### src/design/gbt_pkg.sv
// Shared types and constants of the gap buffer text engine.
// Holds request codes, the controller command and status structs and field widths.
// Depends on nothing; every other design file but gbt_ram refers to it by scoped names.
package gbt_pkg;

    // Field widths of the request and response channels.
    localparam int TYPE_W = 3;
    localparam int CHAR_W = 8;
    localparam int POS_W  = 12;
    localparam int LEN_W  = 13;

    // Default store size in bytes.
    localparam int DEPTH_DEFAULT = 4096;

    // End sentinel byte that cell zero reads as after reset.
    localparam logic [CHAR_W-1:0] END_MARK = 8'hFE;

    // Request type codes.
    localparam logic [TYPE_W-1:0] REQ_LEFT   = 3'd0;
    localparam logic [TYPE_W-1:0] REQ_RIGHT  = 3'd1;
    localparam logic [TYPE_W-1:0] REQ_INSERT = 3'd2;
    localparam logic [TYPE_W-1:0] REQ_DELETE = 3'd3;
    localparam logic [TYPE_W-1:0] REQ_READ   = 3'd4;
    localparam logic [TYPE_W-1:0] REQ_MOVE   = 3'd5;

    // Datapath micro-operation selected by the controller.
    typedef enum logic [2:0] {
        STEP_LEFT,
        STEP_RIGHT,
        STEP_INS_LO,
        STEP_INS_HI,
        STEP_INS0,
        STEP_DEL,
        STEP_FETCH
    } step_t;

    // Commands from the controller to the datapath.
    typedef struct packed {
        logic  load_req;
        logic  rd_en;
        logic  exec;
        logic  set_refused;
        logic  load_rsp;
        step_t step;
    } cmd_t;

    // Status from the datapath to the controller.
    typedef struct packed {
        logic [TYPE_W-1:0] req_type;
        logic              can_left;
        logic              can_right;
        logic              full;
        logic              lc_zero;
        logic              lc_gt1;
        logic              read_ok;
        logic              move_dn;
        logic              move_up;
        logic              out_free;
    } sts_t;

endpackage

### src/design/gbt_ctrl.sv
// Controller state machine of the gap buffer text engine.
// Sequences decode, memory read, memory write and response per request.
// Depends on gbt_pkg for the command and status structs and request codes.
module gbt_ctrl (
    input  logic          clk,
    input  logic          rst_n,
    input  logic          req_valid,
    output logic          req_ready,
    input  gbt_pkg::sts_t sts,
    output gbt_pkg::cmd_t cmd
);

    typedef enum logic [5:0] {
        S_IDLE   = 6'b000001,
        S_DECODE = 6'b000010,
        S_READ   = 6'b000100,
        S_WRITE  = 6'b001000,
        S_CHAIN  = 6'b010000,
        S_RESP   = 6'b100000
    } state_t;

    state_t         state_reg;
    state_t         state_next;
    gbt_pkg::step_t step_reg;
    gbt_pkg::step_t step_next;
    logic           is_move;

    assign is_move = (sts.req_type == gbt_pkg::REQ_MOVE);

    // Next state, next micro-operation and command decode.
    always_comb
    begin
        state_next = state_reg;
        step_next  = step_reg;
        cmd        = '0;
        cmd.step   = step_reg;
        req_ready  = 1'b0;
        unique case (state_reg)
            S_IDLE:
            begin
                req_ready = 1'b1;
                if (req_valid)
                begin
                    cmd.load_req = 1'b1;
                    state_next   = S_DECODE;
                end
            end
            S_DECODE:
            begin
                state_next = S_RESP;
                unique case (sts.req_type)
                    gbt_pkg::REQ_LEFT:
                    begin
                        if (sts.can_left)
                        begin
                            step_next  = gbt_pkg::STEP_LEFT;
                            state_next = S_READ;
                        end
                    end
                    gbt_pkg::REQ_RIGHT:
                    begin
                        if (sts.can_right)
                        begin
                            step_next  = gbt_pkg::STEP_RIGHT;
                            state_next = S_READ;
                        end
                    end
                    gbt_pkg::REQ_INSERT:
                    begin
                        if (sts.full)
                        begin
                            cmd.set_refused = 1'b1;
                        end
                        else if (sts.lc_zero)
                        begin
                            step_next  = gbt_pkg::STEP_INS0;
                            state_next = S_WRITE;
                        end
                        else
                        begin
                            step_next  = gbt_pkg::STEP_INS_LO;
                            state_next = S_READ;
                        end
                    end
                    gbt_pkg::REQ_DELETE:
                    begin
                        if (sts.lc_gt1)
                        begin
                            step_next  = gbt_pkg::STEP_DEL;
                            state_next = S_READ;
                        end
                        else
                        begin
                            cmd.set_refused = 1'b1;
                        end
                    end
                    gbt_pkg::REQ_READ:
                    begin
                        if (sts.read_ok)
                        begin
                            step_next  = gbt_pkg::STEP_FETCH;
                            state_next = S_READ;
                        end
                        else
                        begin
                            cmd.set_refused = 1'b1;
                        end
                    end
                    gbt_pkg::REQ_MOVE:
                    begin
                        // Walk one byte per pass until the target or an end is reached.
                        if (sts.move_dn && sts.can_left)
                        begin
                            step_next  = gbt_pkg::STEP_LEFT;
                            state_next = S_READ;
                        end
                        else if (sts.move_up && sts.can_right)
                        begin
                            step_next  = gbt_pkg::STEP_RIGHT;
                            state_next = S_READ;
                        end
                    end
                    default:
                    begin
                        cmd.set_refused = 1'b1;
                    end
                endcase
            end
            S_READ:
            begin
                cmd.rd_en  = 1'b1;
                state_next = S_WRITE;
            end
            S_WRITE:
            begin
                cmd.exec = 1'b1;
                case (step_reg) inside
                    gbt_pkg::STEP_INS_LO:
                    begin
                        // The displaced cursor byte is written on the next cycle.
                        step_next = gbt_pkg::STEP_INS_HI;
                    end
                    gbt_pkg::STEP_INS0:
                    begin
                        state_next = S_CHAIN;
                    end
                    gbt_pkg::STEP_LEFT, gbt_pkg::STEP_RIGHT:
                    begin
                        state_next = is_move ? S_DECODE : S_RESP;
                    end
                    default:
                    begin
                        state_next = S_RESP;
                    end
                endcase
            end
            S_CHAIN:
            begin
                // An insert into an empty left span pulls the first right byte over.
                if (sts.can_right)
                begin
                    step_next  = gbt_pkg::STEP_RIGHT;
                    state_next = S_READ;
                end
                else
                begin
                    state_next = S_RESP;
                end
            end
            S_RESP:
            begin
                if (sts.out_free)
                begin
                    cmd.load_rsp = 1'b1;
                    state_next   = S_IDLE;
                end
            end
            default:
            begin
                state_next = S_IDLE;
            end
        endcase
    end

    // State registers.
    always_ff @(posedge clk or negedge rst_n)
    begin
        if (!rst_n)
        begin
            state_reg <= S_IDLE;
            step_reg  <= gbt_pkg::STEP_FETCH;
        end
        else
        begin
            state_reg <= state_next;
            step_reg  <= step_next;
        end
    end

endmodule

### config.mk
export PLATFORM = sky130hd
export DESIGN_NAME = gbt_ctrl
export DESIGN_NICKNAME = d
export VERILOG_FILES = /design/src/design/gbt_pkg.sv /design/src/design/gbt_ctrl.sv
export SDC_FILE = /design/constraint.sdc
export NUM_CORES = 1
export LEC_CHECK = 0
export ABC_AREA = 1
export CAP_MARGIN = 15
export CORE_MARGIN = 3
export CORE_UTILIZATION = 60
export CTS_BUF_LIST = sky130_fd_sc_hd__clkbuf_16
export CTS_CLUSTER_SIZE = 25
export DETAILED_ROUTE_END_ITERATION = 16
export DONT_BUFFER_PORTS = 1
export PLACE_DENSITY = 0.87
export SLEW_MARGIN = 20
export SYNTH_ARGS = -nofsm -noshare
export SYNTH_HDL_FRONTEND = slang
export SYNTH_SLANG_ARGS = --single-unit
### constraint.sdc
create_clock -name clk -period 1.45 [get_ports clk]
set_clock_uncertainty 0.05 [all_clocks]
set_input_delay 0.145 -clock clk [delete_from_list [all_inputs] [get_ports clk]]
set_output_delay 0.145 -clock clk [all_outputs]
set_load 0.02 [all_outputs]
Word-level counts from Yosys, hierarchy flattened
Index checks and enable logic that the tools add are counted.

operators by class
  add/subtract/negate cells = 0
  $mul = 0
  div/mod/pow operators = 0
  order comparisons = 0
  eq/ne operators = 24
  shift operators = 0
  mux-type cells = 39
  bitwise logic cells = 0
  reductions and logical operators = 9

operators with widths
  kind                count
  $mux 6              13
  $pmux 6 s6          2
  $mux 3              9
  $pmux 3 s6          1
  $ne 3x3->1 const B  4
  $mux 1              11
  $eq 3x2->1 const B  3
  $eq 3x3->1 const B  3
  $pmux 3 s3          1
  $ne 2x2->1 const B  4
  $reduce_and 8->1    1
  $ne 7x2->1 const B  1
  $eq 3x1->1 const B  2
  $eq 6x1->1 const B  1
  $eq 6x2->1 const B  1
  $eq 6x3->1 const B  1
  $eq 6x4->1 const B  1
  $eq 6x5->1 const B  1
  $eq 6x6->1 const B  1
  $logic_not 3->1     2
  $mux 4              1
  $ne 4x4->1 const B  1
  $pmux 1 s4          1
  $reduce_and 3->1    1
  other kinds (4)     5

word-level totals
  register bits = 9
  latch bits = 0
  RAM bits = 0
  memory bits (read-only) = 0
  bits of input ports = 15
  output and inout port bits = 9
  word-level logic and storage cells = 74
  memories = 0

Logic depth before layout (Yosys ltp)
Gate-level depths: netlist (run 1).

  word-level depth = 6
  gate-level depth with buffers = 11
  gate-level depth less buffers = 10

Least setup slack after synthesis (run 1)
OpenSTA, ideal clock, no wires.

  kind = register to register
  start = register state_reg[5]
  end = register step_reg[0]
  setup time = 0.117 ns
  arrival time = 1.184 ns
  data required time = 1.283 ns
  slack = 0.099 ns
  cell stages (with the launch flop) = 9
  buffers on the path = 0
  clock period less this slack = 1.351 ns
  cell sequence = dfrtp_1 nor2_4 nand2_1 nor2_4 nand2_1 nand2_1 inv_2 nand3_1 nand2_1

between the ends
  word-level cells in the longest chain between the ends = 3
  elaborated cells on any way between the ends = 13
  those cells by class = eq/ne: 10; mux: 1; reduce/logical: 2

RTL lines
  item                                                 line             RTL
  from (decl)                                          gbt_ctrl.sv:22   state_t state_reg;
  from (signal assigned)                               gbt_ctrl.sv:195  state_reg <= state_next;
  $eq 6x2->1 (tied with other cells)                   gbt_ctrl.sv:38   unique case (state_reg)
  $ne 7x2->1 (no source line) (tied with other cells)  --
  $reduce_and 8->1 (no source line)                    --
  to (signal assigned)                                 gbt_ctrl.sv:191  step_reg <= gbt_pkg::STEP_FETCH;
  to (signal assigned)                                 gbt_ctrl.sv:196  step_reg <= step_next;
  to (decl)                                            gbt_ctrl.sv:24   gbt_pkg::step_t step_reg;

Parallel ways exist; a longest one is shown, timed or not.
A chain may end at the register's enable or synchronous reset.

Worst setup path after layout (run 1)
  start = register state_reg[0]
  end = register state_reg[5]

between the ends
  word-level cells in the longest chain between the ends = 3
  elaborated cells on any way between the ends = 11
  those cells by class = eq/ne: 9; mux: 1; reduce/logical: 1

RTL lines
  item                                line
  $eq 6x4->1 (tied with other cells)  gbt_ctrl.sv:38
  $ne 2x2->1 (no source line)         --
  $reduce_and 3->1 (no source line)   --

Parallel ways exist; a longest one is shown, timed or not.

==> results of run 1 <==
## worst max path at each step
stage / slack (ns) / end / from
after floorplan: 0.1 / step_reg[0] / state_reg[5]
after global placement: 0.04 / step_reg[0] / state_reg[5]
after detailed placement: 0.05 / step_reg[0] / state_reg[5]
after CTS: -0.03 / cmd[5] / state_reg[1]
after global routing: -0.13 / state_reg[5] / state_reg[0]
final: -0.08 / state_reg[5] / state_reg[0]
## cell usage after synthesis
master / n / area [µm²]
nand2_1: 44 / 165
bufinv_8: 1 / 17.5
nor2_4: 4 / 45.0
buf_4: 2 / 15.0
nand3_2: 2 / 20.0
nor2_1: 23 / 86.3
nand3b_1: 1 / 7.51
inv_1: 24 / 90.1
o21ai_1: 1 / 5.00
dfstp_2: 3 / 78.8
o21ai_0: 2 / 10.0
nor2_2: 4 / 25.0
nor3_2: 1 / 10.0
nand4_1: 9 / 56.3
a21oi_1: 5 / 25.0
nand3_1: 21 / 105
dfrtp_1: 6 / 150
nand2_4: 2 / 22.5
nand2_2: 3 / 18.8
inv_2: 5 / 18.8
## timing repair
item                                    4_1_cts  5_1_grt
endpoints found under the hold margin         9        0
setup buffers                                 5        3
pin swaps                                     5       12
endpoints found under the setup margin        5       14
resized for setup                             9       13
hold buffers                                  1        0
## metrics by stage
step	std cells	setup WS [ns]
6_report	195	-0.0777
5_1_grt	195	-0.129
4_1_cts	192	-0.0268
3_5_place_dp	182	0.0498
3_3_place_gp	182	0.0436
2_1_floorplan	163	0.0992
## layout by cell type, fill, tap and decap left out, drive strengths merged, types with 3 or more instances in the layout
| cell type | count |
|---|---|
| nor2 | 31 |
| clkbuf | 3 |
| inv | 30 |
| a21oi | 5 |
| nand4 | 9 |
| o21ai | 3 |
| dfstp | 3 |
| nand3 | 23 |
| dfrtp | 6 |
| buf | 14 |
| nand2 | 49 |
## logic make-up (layout without fill, tap and decap cells)
| kind of cell | Yosys count | after routing |
|---|---|---|
| compound gates | 8 | 8 |
| buf+inv | 32 | 49 |
| simple gates | 114 | 114 |
| flops | 9 | 9 |
## report_power, final
group | total, µW | leakage, µW | internal, µW | switching, µW
combinational | 1030 | 0.000525 | 396 | 638
clock | 495 | 0.0000423 | 362 | 134
sequential | 456 | 0.000109 | 366 | 89.1
total | 1980 | 0.000676 | 1120 | 861
## worst max-delay path, delay by kind of cell (launching register included)
kind	cells	cell delay [ns]
buffers and inverters	2	0.17
and+or+nand+nor	4	0.53
DFF	1	0.55
AOI/OAI and AO/OA	1	0.14
## metal layers
metal | vias to the layer above | part of all wire, %
met5 | - | 0
met4 | 0 | 6.6
met3 | 34 | 14
met2 | 133 | 45
met1 | 564 | 35
li1 | 552 | -
## layout make-up
cell class | instances | area, µm² | share of cell area (%)
inverter | 30 | 126 | 10.3
sequential | 9 | 231 | 18.8
clock inverter | 1 | 3.75 | 0.305
tap | 15 | 18.8 | 1.52
timing repair buffer | 15 | 119 | 9.64
clock buffer | 3 | 75.1 | 6.09
multi-input combinational | 122 | 658 | 53.4
==> flow_summary.yaml, run 1 <==
sta:
  min_period_over_period_pct: 105
  slew_headroom_pct: 65.0
  timing.final.max_slew_violations: 0
  finalSetupTns_ns: -0.531
  finalHoldViolations: 0
  setup_viol: 12
  tightest_slew_ns: 0.523
  setup_repair_after_global_routing_missed_its_margin: "true"
  highest_clock_rate_mhz: 655
  layout_setup_ws_ns: -0.0777
  fin_worst_hold_slack_ns: 0.00547
  period_needed_ns: 1.53
route:
  drc: 0
  post_detailed_route_wirelength_per_cell_um: 17.8
  drt-pass1-iter-count: 5
  detailroute.via_count: 1283
  drt.antenna.violating_nets: 0
  first_iter_violations: 145
  finalWirelength_mm: 3.48
  avgViaCountPerCell: 6.58
global_route:
  grt_pass1_vias: 1028
  grt_util_all_layers_pct: 33.0
  grt_remaining_overflow: 0
  grt_util_met3_pct: 7.03
  grt_util_met2_pct: 53.0
  grt_max_degree: 10
  busiest_layer: "met2"
  grt_pass1_wl_mm: 4.79
  grt.met1_usage_pct: 39.3
  grt_antenna_before_repair: 0
power:
  power.ir.vdd_worst_mv: 1.39
  power-per-cell-area_nw_per_um2: 1610
  finalPower_uw: 1980
  p_leak_uw: 0.000676
clocking:
  clk-insertion-delay-late_ns: 0.24
  worst_setup_hold_path_clk_slew_ns: 0.04
  clk_path_buf_depth: 2
  cts.htree.levels: 1
  cts-buffers-inserted: 3
  tritoncts_clock_tree: "done"
  cts_num_sinks: 9
  clockRootBuffer: "clkbuf_16"
setup_path:
  worst_r2r_path_depth: 7
  worstReg2RegStart: "state_reg[0]"
  max_stage_delay_cell_worst_path: "dfstp_2"
  timing.critical_path.cells: "inv_2 > nor2_4 > buf_4 > nand4_1 > nand3_1 > nor2_1 > a21oi_1"
  r2r-end: "state_reg[5]"
  critical_path_class: "reg2reg"
  worst_reg_to_reg_setup_slack_ns: -0.08
  worst_ep_arrival_time_ns: 1.64
  crit_path_max_incr_delay_ns: 0.55
  path_max_fanout: 3
  setup.worst_path.end_class: "flop"
  worst_ep_required_time_ns: 1.56
  timing.critical_path.from_type: "flop"
synth:
  syn_area_um2: 972
  synth-seq-area-share_pct: 23.6
  yosys_warnings: 0
  yosys_register_bits: 9
  synthAdderAreaFrac_pct: 0
  synth_fp_nets: 178
  yosys.area_share.simple_pct: 57.8
  synth_xor_xnor_area_share_pct: 0
  synthesis.area_per_instance_um2: 5.96
  combinational_family_with_the_most_area_after_synthesis: "simple AND/OR/NAND/NOR gates"
  synth-compound-area-share_pct: 4.12
  synth.distinct_cells: 20
  syn-instance-count: 163
  muxShareOfSynthArea_pct: 0
floorplan:
  die_h_um: 46.3
  die-width_um: 46.3
  floorplan.initialDensity_pct: 68.7
  floorplan.core_area_um2: 1420
  floorplan.io_pins: 24
  row_count: 13
  die_area_um2: 2140
worst_hold_path:
  worstHoldPathCells: 2
  holdCritPathClass: "in2reg"
  worstHoldEndpoint: "state_reg[2]"
  min_from: "sts[7]"
place:
  placed_area_um2: 1020
  gp_routability_congestion: 0.907
  io_buffer_count: 0
  dp.final_hpwl_mm: 2.06
run_status:
  violations_in_the_final_reports: "setup timing"
  run_status: "finished, violations left"
final_layout:
  synthToLayoutAreaGrowth_pct: 26.8
  post-route-cell-area_um2: 1230
  layout.core_utilization_pct: 87.1
  nets: 196
  layout-drive-gt1-share_pct: 32.2
  nFillCells: 71
  largest_register_ff_count: 6
  insertedDiodeCount: 0
run:
  max_capacitance_violation_total: 0
No activity file was read; power rests on OpenSTA's default activity.
==> inputs of run 2 (changes only) <==
--- a/config.mk
+++ b/config.mk
@@ -7,12 +7,12 @@
 export LEC_CHECK = 0
 export ABC_AREA = 1
 export CAP_MARGIN = 15
-export CORE_MARGIN = 3
 export CORE_UTILIZATION = 60
 export CTS_BUF_LIST = sky130_fd_sc_hd__clkbuf_16
 export CTS_CLUSTER_SIZE = 25
 export DETAILED_ROUTE_END_ITERATION = 16
 export DONT_BUFFER_PORTS = 1
+export GPL_TIMING_DRIVEN = 0
 export PLACE_DENSITY = 0.87
 export SLEW_MARGIN = 20
 export SYNTH_ARGS = -nofsm -noshare
==> run 2 against run 1 <==
The run still ends with setup timing left. Setup slack got worse by 0.0044 ns. Non-clock buffer count is 2 lower. Via count fell by 6.2%. Highest routed layer unchanged.
==> flow_summary.yaml, run 2 (synthesis gave the netlist of run 1 again) <==
final_layout:
  layout_common_cells: "38 x nand2_1, 18 x inv_1, 17 x nand3_1"
  total_area_of_multi_input_combinational_cells_um2: 703
  synthToLayoutAreaGrowth_pct: 31.4
  largest_register_ff_count: 6
  layout.core_utilization_pct: 84.8
  post-route-cell-area_um2: 1280
  nets: 194
  layout-drive-gt1-share_pct: 37.6
  seqCellArea_um2: 233
  layout_commonest_cell: "nand2_1"
  insertedDiodeCount: 0
  nFillCells: 90
  post_layout_nonfiller_instances: 194
clocking:
  clockRootBuffer: "clkbuf_16"
  cts_num_sinks: 9
  clk-insertion-delay-late_ns: 0.24
  cts-buffers-inserted: 3
  tritoncts_clock_tree: "done"
  worst_setup_hold_path_clk_slew_ns: 0.04
  clk_path_buf_depth: 2
  cts.htree.levels: 1
sta:
  tightest_slew_ns: 0.410
  layout_setup_ws_ns: -0.0821
  finalSetupTns_ns: -0.377
  slew_headroom_pct: 72.6
  timing.final.max_slew_violations: 0
  finalHoldViolations: 0
  setup_viol: 7
  setup_repair_after_global_routing_missed_its_margin: "true"
  min_period_over_period_pct: 106
  highest_clock_rate_mhz: 653
  period_needed_ns: 1.53
setup_path:
  worst-path-buf-inv: 1
  setup.worst_path.end_class: "flop"
  worst_ep_arrival_time_ns: 1.66
  critical_path_class: "reg2reg"
  crit_path_max_incr_delay_ns: 0.44
  cpLargestDelayFamily: "simple AND/OR/NAND/NOR gates"
  timing.critical_path.mode_cell: "nand2_1"
  worst_ep_required_time_ns: 1.58
  timing.critical_path.cells: "nor2_2 > nand2_1 > nor2_4 > nand2_1 > nand2_1 > inv_2 > nand2_4 > nand2_1 > nand2_1"
  max_stage_delay_cell_worst_path: "dfrtp_2"
  path_max_fanout: 5
  timing.critical_path.from_type: "flop"
run_status:
  run_status: "finished, violations left"
  violations_in_the_final_reports: "setup timing"
global_route:
  grt_antenna_before_repair: 0
  grt_remaining_overflow: 0
  grt_max_degree: 10
  grt_pass1_vias: 1056
  grt_pass1_wl_mm: 4.47
  grt_util_all_layers_pct: 33.2
route:
  first_iter_violations: 103
  finalWirelength_mm: 3.10
  drt-pass1-iter-count: 4
  post_detailed_route_wirelength_per_cell_um: 16.0
  drt.antenna.violating_nets: 0
  drc: 0
  avgViaCountPerCell: 6.21
  detailroute.via_count: 1204
power:
  p_leak_uw: 0.000680
  power-per-cell-area_nw_per_um2: 1540
  finalPower_uw: 1970
  power.ir.vdd_worst_mv: 1.18
run:
  max_capacitance_violation_total: 0
floorplan:
  row_count: 14
  die-width_um: 42.3
  floorplan.io_pins: 24
  die_h_um: 42.3
  floorplan.initialDensity_pct: 64.5
  floorplan.core_area_um2: 1510
  die_area_um2: 1790
worst_hold_path:
  holdCritPathClass: "in2reg"
place:
  dp.cells: 179
  dp.final_hpwl_mm: 1.87
  gp_routability_congestion: 0.900
  placed_area_um2: 992
  io_buffer_count: 0
==> run 2: changes by cell type in the layout (fill, tap and decap cells not counted), moves of 2 or more <==
cell,change
inv_1,-4
buf_4,-5
inv_2,+3
nand3_1,-2
nand2_4,+3
buf_6,+2
nand2_1,-3
==> run 2: timing repair <==
item                                   CTS  global route
setup endpoints to repair                8            11
buffers inserted                         6             3
hold buffers                             2             0
endpoints found under the hold margin   10             0
cloned                                   0             0
resized for setup                       13            28
pin swaps                                9             4
==> run 2: power by group <==
part,switching [µW],internal [µW]
sequential,159,369
clock,124,361
combinational,595,364
total,879,1090
==> run 2: metal layers <==
layer | global-route usage [%] | share of wire (%)
met1 | 39.0 | 34
met2 | 56.9 | 50
met3 | 9.48 | 10
met4 | 12.5 | 5.1
met5 | 0 | 0
==> run 2: final cells by class <==
cell class              count  share of cell area, %
plain buffers               2                   1.18
clock buffers               3                   5.88
clock inverters             1                  0.294
inverters                  30                   10.1
multi-input cells         122                   55.0
flip-flops and latches      9                   18.2
well taps                  16                   1.57
repair buffers             11                   7.74
==> run 2: worst paths after layout <==
check | from | end | slack (ns) | cells after the start
max | state_reg[1] | step_reg[1] | -0.08 | 9
min in group asynchronous | rst_n | state_reg[2] | 0.23 | 1
max in group asynchronous | rst_n | step_reg[2] | 0.80 | 1
max reg2reg | state_reg[1] | step_reg[1] | -0.08 | 9
min reg2reg | step_reg[2] | step_reg[2] | 0.48 | 2
min | sts[5] | state_reg[3] | 0.05 | 2
==> run 2: per-stage QoR <==
stage	hold WS, ns	setup WS, ns
2_1_floorplan	-0.201	0.0992
3_3_place_gp	-0.200	-0.0264
3_5_place_dp	-0.200	-0.0746
4_1_cts	0.0441	-0.0777
5_1_grt	0.0465	-0.182
6_report	0.0455	-0.0821
